**src/design/permutation_cycle_mark_count_core_assert.svh**
```systemverilog
// Assertion macros for the permutation cycle mark count core.
// Each macro expects signals named clk and rst in the including scope.
`ifndef PERMUTATION_CYCLE_MARK_COUNT_CORE_ASSERT_SVH
`define PERMUTATION_CYCLE_MARK_COUNT_CORE_ASSERT_SVH

// Same-cycle implication, checked outside reset.
`define PCMC_ASSERT_SAME(lbl, ante, cons) \
  lbl: assert property (@(posedge clk) disable iff (rst) (ante) |-> (cons)) \
    else $error("pcmc same-cycle check failed");

// Next-cycle implication, checked outside reset.
`define PCMC_ASSERT_NEXT(lbl, ante, cons) \
  lbl: assert property (@(posedge clk) disable iff (rst) (ante) |=> (cons)) \
    else $error("pcmc next-cycle check failed");

`endif

```
**src/design/pcmc_pkg.sv**
```systemverilog
// Shared types and constants for the permutation cycle mark count core.
// No dependencies; used by every module in the design folder.
package pcmc_pkg;

  // Table geometry and field widths.
  localparam int TABLE_DEPTH = 1024;
  localparam int IDX_W       = 10;
  localparam int COUNT_W     = 11;
  localparam logic [COUNT_W-1:0] COUNT_MAX = '1;

  // Walk bound in steps, and the width of the step counter.
  localparam int DEPTH  = 1024;
  localparam int STEP_W = (DEPTH > 2) ? $clog2(DEPTH) : 1;

  // Operation codes of an input word.
  localparam logic OP_LOAD  = 1'b0;
  localparam logic OP_QUERY = 1'b1;

  // Input word.
  typedef struct packed {
    logic             op;
    logic [IDX_W-1:0] elem_index;
    logic [IDX_W-1:0] successor;
    logic             is_marked;
  } pcmc_in_t;

  // Result word.
  typedef struct packed {
    logic [COUNT_W-1:0] marked_count;
    logic               not_permutation;
  } pcmc_out_t;

  // One table entry: mark bit and successor.
  typedef struct packed {
    logic             marked;
    logic [IDX_W-1:0] successor;
  } pcmc_entry_t;

  // Table access from the sequencer.
  typedef struct packed {
    logic             wr_en;
    logic [IDX_W-1:0] wr_addr;
    pcmc_entry_t      wr_entry;
    logic [IDX_W-1:0] rd_addr;
  } pcmc_tbl_req_t;

  // Finished result handed from the sequencer to the output register.
  typedef struct packed {
    logic      valid;
    pcmc_out_t word;
  } pcmc_res_t;

  // Sequencer states.
  typedef enum logic [1:0] {
    ST_IDLE,
    ST_WALK,
    ST_FINISH
  } pcmc_state_t;

endpackage

```
**src/design/pcmc_walk.sv**
```systemverilog
// Walk sequencer: takes input words, writes loads into the table and
// walks a queried cycle one table read per cycle. Depends on pcmc_pkg.
module pcmc_walk (
  input  logic                    clk,
  input  logic                    rst,
  input  logic                    in_valid,
  input  pcmc_pkg::pcmc_in_t      in_word,
  output logic                    in_stall,
  output pcmc_pkg::pcmc_tbl_req_t tbl_req,
  input  pcmc_pkg::pcmc_entry_t   rd_entry,
  output pcmc_pkg::pcmc_res_t     res,
  input  logic                    res_take
);

  pcmc_pkg::pcmc_state_t state, state_next;

  logic [pcmc_pkg::IDX_W-1:0]   start;
  logic [pcmc_pkg::COUNT_W-1:0] count;
  logic [pcmc_pkg::STEP_W-1:0]  step;
  logic                         fail;

  logic                         accept;
  logic                         is_query;
  logic [pcmc_pkg::COUNT_W-1:0] count_step;
  logic                         hit;
  logic                         last;

  // Step datapath: saturating count, return test and bound test.
  assign accept     = (state == pcmc_pkg::ST_IDLE) && in_valid;
  assign is_query   = (in_word.op == pcmc_pkg::OP_QUERY);
  assign count_step = (rd_entry.marked && (count != pcmc_pkg::COUNT_MAX))
                      ? count + pcmc_pkg::COUNT_W'(1) : count;
  assign hit        = (rd_entry.successor == start);
  assign last       = (step == pcmc_pkg::STEP_W'(pcmc_pkg::DEPTH - 1));

  // Next state.
  always_comb begin
    state_next = state;
    case (state)
      pcmc_pkg::ST_IDLE: begin
        if (accept && is_query) begin
          state_next = pcmc_pkg::ST_WALK;
        end
      end
      pcmc_pkg::ST_WALK: begin
        if (hit || last) begin
          state_next = pcmc_pkg::ST_FINISH;
        end
      end
      pcmc_pkg::ST_FINISH: begin
        if (res_take) begin
          state_next = pcmc_pkg::ST_IDLE;
        end
      end
      default: state_next = pcmc_pkg::ST_IDLE;
    endcase
  end

  // Outputs: handshake, table access and result.
  always_comb begin
    in_stall          = 1'b1;
    tbl_req.wr_en     = 1'b0;
    tbl_req.wr_addr   = in_word.elem_index;
    tbl_req.wr_entry  = '{marked: in_word.is_marked, successor: in_word.successor};
    tbl_req.rd_addr   = in_word.elem_index;
    res.valid         = 1'b0;
    res.word          = '{marked_count: count, not_permutation: fail};
    case (state)
      pcmc_pkg::ST_IDLE: begin
        in_stall      = 1'b0;
        tbl_req.wr_en = accept && !is_query;
      end
      pcmc_pkg::ST_WALK: begin
        tbl_req.rd_addr = rd_entry.successor;
      end
      pcmc_pkg::ST_FINISH: begin
        res.valid = 1'b1;
      end
      default: begin
        in_stall = 1'b1;
      end
    endcase
  end

  // State register.
  always_ff @(posedge clk) begin
    if (rst) begin
      state <= pcmc_pkg::ST_IDLE;
    end else begin
      state <= state_next;
    end
  end

  // Walk registers.
  always_ff @(posedge clk) begin
    case (state)
      pcmc_pkg::ST_IDLE: begin
        start <= in_word.elem_index;
        count <= '0;
        step  <= '0;
        fail  <= 1'b0;
      end
      pcmc_pkg::ST_WALK: begin
        count <= count_step;
        step  <= step + pcmc_pkg::STEP_W'(1);
        fail  <= !hit;
      end
      default: begin
        count <= count;
      end
    endcase
  end

endmodule
```
**config.mk**
```make
export PLATFORM = sky130hd
export DESIGN_NAME = pcmc_walk
export DESIGN_NICKNAME = d
export VERILOG_FILES = /design/src/design/permutation_cycle_mark_count_core_assert.svh /design/src/design/pcmc_pkg.sv /design/src/design/pcmc_walk.sv
export SDC_FILE = /design/constraint.sdc
export NUM_CORES = 1
export LEC_CHECK = 0
export ABC_AREA = 1
export BUFFER_PORTS_ARGS = -buffer_cell sky130_fd_sc_hd__buf_2
export CORE_MARGIN = 4
export CORE_UTILIZATION = 43
export CTS_CLUSTER_SIZE = 25
export DETAILED_ROUTE_END_ITERATION = 10
export PLACE_DENSITY = 0.76
export SLEW_MARGIN = 20
export SYNTH_ARGS = -nofsm -noshare
export SYNTH_HDL_FRONTEND = slang
export SYNTH_SLANG_ARGS = --single-unit
```
**constraint.sdc**
```tcl
create_clock -name clk -period 2.28 [get_ports clk]
set_clock_uncertainty 0.2 [all_clocks]
set_input_delay 0.684 -clock clk [delete_from_list [all_inputs] [get_ports clk]]
set_output_delay 0.684 -clock clk [all_outputs]
set_load 0.01 [all_outputs]
```
==> flow_summary.yaml <==
status:
  status: "complete, no violations"
synth:
  synthMostInstantiatedCell: "nand2_1"
  synth.top_cells.by_area: "edfxtp_1 48%, nand2_1 11%, buf_4 8.6%"
  synth_top_area_cell: "edfxtp_1"
  avgSynthCellArea_um2: 8.92
  yosysTopAreaCellShare_pct: 48.1
  synth_commonest_cells: "56 x nand2_1, 32 x edfxtp_1, 24 x nor2_1"
  ys_seq_area_share_pct: 50.1
  synth_area_um2: 2000
  synth_nets: 263
  ys_types: 28
  syn_inst: 224
  synth_ff_type: "edfxtp_1"
  yosysWarnings: 0
  ys_async_sr_fraction_pct: 0
  synth-edff-count: 32
  ys_ff_latch: 34
route:
  wl_per_cell_um: 11.6
  drc: 0
  dr_total_vias: 1554
  drt-total-wl_mm: 3.83
  dr.pass1.iters: 5
  ant_nets: 0
  vias_per_cell: 4.72
  drt_first_iter_violations: 76
power_and_ir_drop:
  p_leak_nw: 1.08
  power_density_nw_per_um2: 733
  p_total_mw: 1.72
  vdd_drop_max_mv: 0.446
placed_design:
  dp_hpwl_mm: 2.96
  place_congestion: 0.769
  io_buffers: 60
  placed_cells: 321
  post_dp_cell_area_um2: 2250
global_route:
  antenna_found_initial: 0
  grt_pass1_wl_mm: 6.64
  grt_start_max_net_pins: 16
  gr-total-overflow: 0
  track_usage_pct: 14.0
  grt_pass1_vias: 1535
min_path:
  holdPathStages: 2
  hold_path.class: "in -> reg"
  hp-start: "rst"
  min_to: "state[0]"
die:
  dieArea_um2: 5800
  die_height_um: 76.2
  io_pins: 83
  row_count: 24
  start_util_pct: 45.3
  die_x_um: 76.2
  coreArea_um2: 4410
timing:
  setup_violations: 0
  finalSetupTns_ps: 0
  timing.hold.ws_ps: 362
  grt_setup_unrepaired: "no"
  max_freq_mhz: 464
  fin_crit_ps: 2150
  hold_viol: 0
  finalMaxSlewViolations: 0
  worst_pin_slew_ps: 581
  fin_crit_sh_pct: 94.5
  max_slew_margin_pct: 61.3
setup_path:
  crit_chain: "nor2_4 > inv_2 > nand2_1 > o21ai_1 > buf_2"
  cp_slowest_cell: "dfxtp_1"
  worst-endpoint-arrival_ps: 1270
  slowest_delay_ps: 400
  required_ps: 1400
  rrSetupSlack_ps: 230
  end_kind: "output port"
  r2r_start: "count[0]"
  critPathBufInv: 2
  cp-start-kind: "register"
  rr_worst_depth: 8
  critPathTopFamily: "flip-flops"
  path_class: "reg -> out"
  crit_fanout: 15
  rr_endpoint: "count[10]"
clock_tree:
  cts_hold_buf: 0
  cts_tree: "built"
  clk_pin_slew_ps: 60
  clock-sinks: 34
  cts-root-buf: "clkbuf_8"
  clk_latency_ps: 280
  cts_made_buffers: 5
  cts_max_level: 2
  clockBufferDepth: 2
layout:
  drive_gt1_share_pct: 35.4
  post-route-cell-area_um2: 2340
  antenna_cells: 0
  num-fill-cells: 394
  finalNetCount: 315
  area_growth_pct: 17.3
  stdcell_count: 329
run:
  cap_violations: 0
==> layout by cell type (no fill, tap or decap), drive strengths merged <==
cell | Yosys | routed
a31oi | 1 | 1
clkbuf | 0 | 8
edfxtp | 32 | 32
xnor2 | 5 | 5
nor3 | 1 | 1
nand2 | 57 | 57
nor3b | 2 | 2
nor2 | 31 | 31
a21oi | 8 | 8
inv | 26 | 26
buf | 25 | 70
nand3 | 9 | 9
ha | 2 | 2
o31ai | 1 | 1
o21bai | 3 | 3
dfxtp | 2 | 2
nand4 | 2 | 2
o21ai | 12 | 12
xor2 | 4 | 4
o21a | 1 | 1
==> report_power, final <==
group          switching (mW)  total, mW  internal (mW)
clock network           0.207      0.453          0.246
registers              0.0638      0.864          0.800
logic                   0.239      0.402          0.163
total                   0.510       1.72           1.21
==> sequential cells by signal, indices dropped and copies added (netlist names) <==
register / cells
state: 2
count: 11
fail: 1
start: 10
step: 10
==> what timing repair did <==
| action | CTS | global route |
|---|---|---|
| setup endpoints to repair | 11 | 4 |
| gates resized for setup | 1 | 1 |
| buffers inserted | 0 | 0 |
| gates cloned | 0 | 0 |
==> how the worst max path moves through the flow <==
stage	slack [ps]	cells past startpoint	from	end
2_1_floorplan	70	8	count[0]	count[0]
3_3_place_gp	-30	8	count[0]	count[1]
3_5_place_dp	-70	8	count[0]	count[0]
4_1_cts	60	5	state[0]	tbl_req[0]
5_1_grt	20	5	state[1]	tbl_req[1]
6_report	130	5	state[1]	tbl_req[0]
==> through the flow <==
step	util (%)	worst slack (ps)
2_1_floorplan	-	74.6
3_3_place_gp	51.0	-29.3
3_5_place_dp	51.0	-70.6
4_1_cts	53.1	58.0
5_1_grt	53.1	18.2
6_report	53.1	126
==> logic make-up (layout without fill, tap and decap cells) <==
logic type               after synthesis  in the layout  synth area share [%]
AND/OR/NAND/NOR                      102            102                  23.2
buffers and inverters                 51            104                  14.3
flip-flops                            34             34                  50.1
AO/OA/AOI/OAI                         26             26                  7.20
XOR/XNOR                               9              9                  3.94
adder cells (fa/ha/maj)                2              2                  1.25
==> metal layers <==
metal	track usage (%)	up-vias	part of all wire, %
li1	-	807	-
met1	15.9	682	44
met2	24.1	61	48
met3	4.14	4	6.8
met4	6.29	0	1.2
met5	0	-	0
==> cell type report <==
type / instances / area [um2] / share of cell area (%)
multi-input combinational: 139 / 714 / 30.5
timing repair buffer: 70 / 375 / 16.0
tap: 52 / 65.1 / 2.77
inverter: 26 / 97.6 / 4.16
sequential: 34 / 1000 / 42.7
clock buffer: 8 / 90.1 / 3.84
No activity file was read; power rests on OpenSTA's default activity.
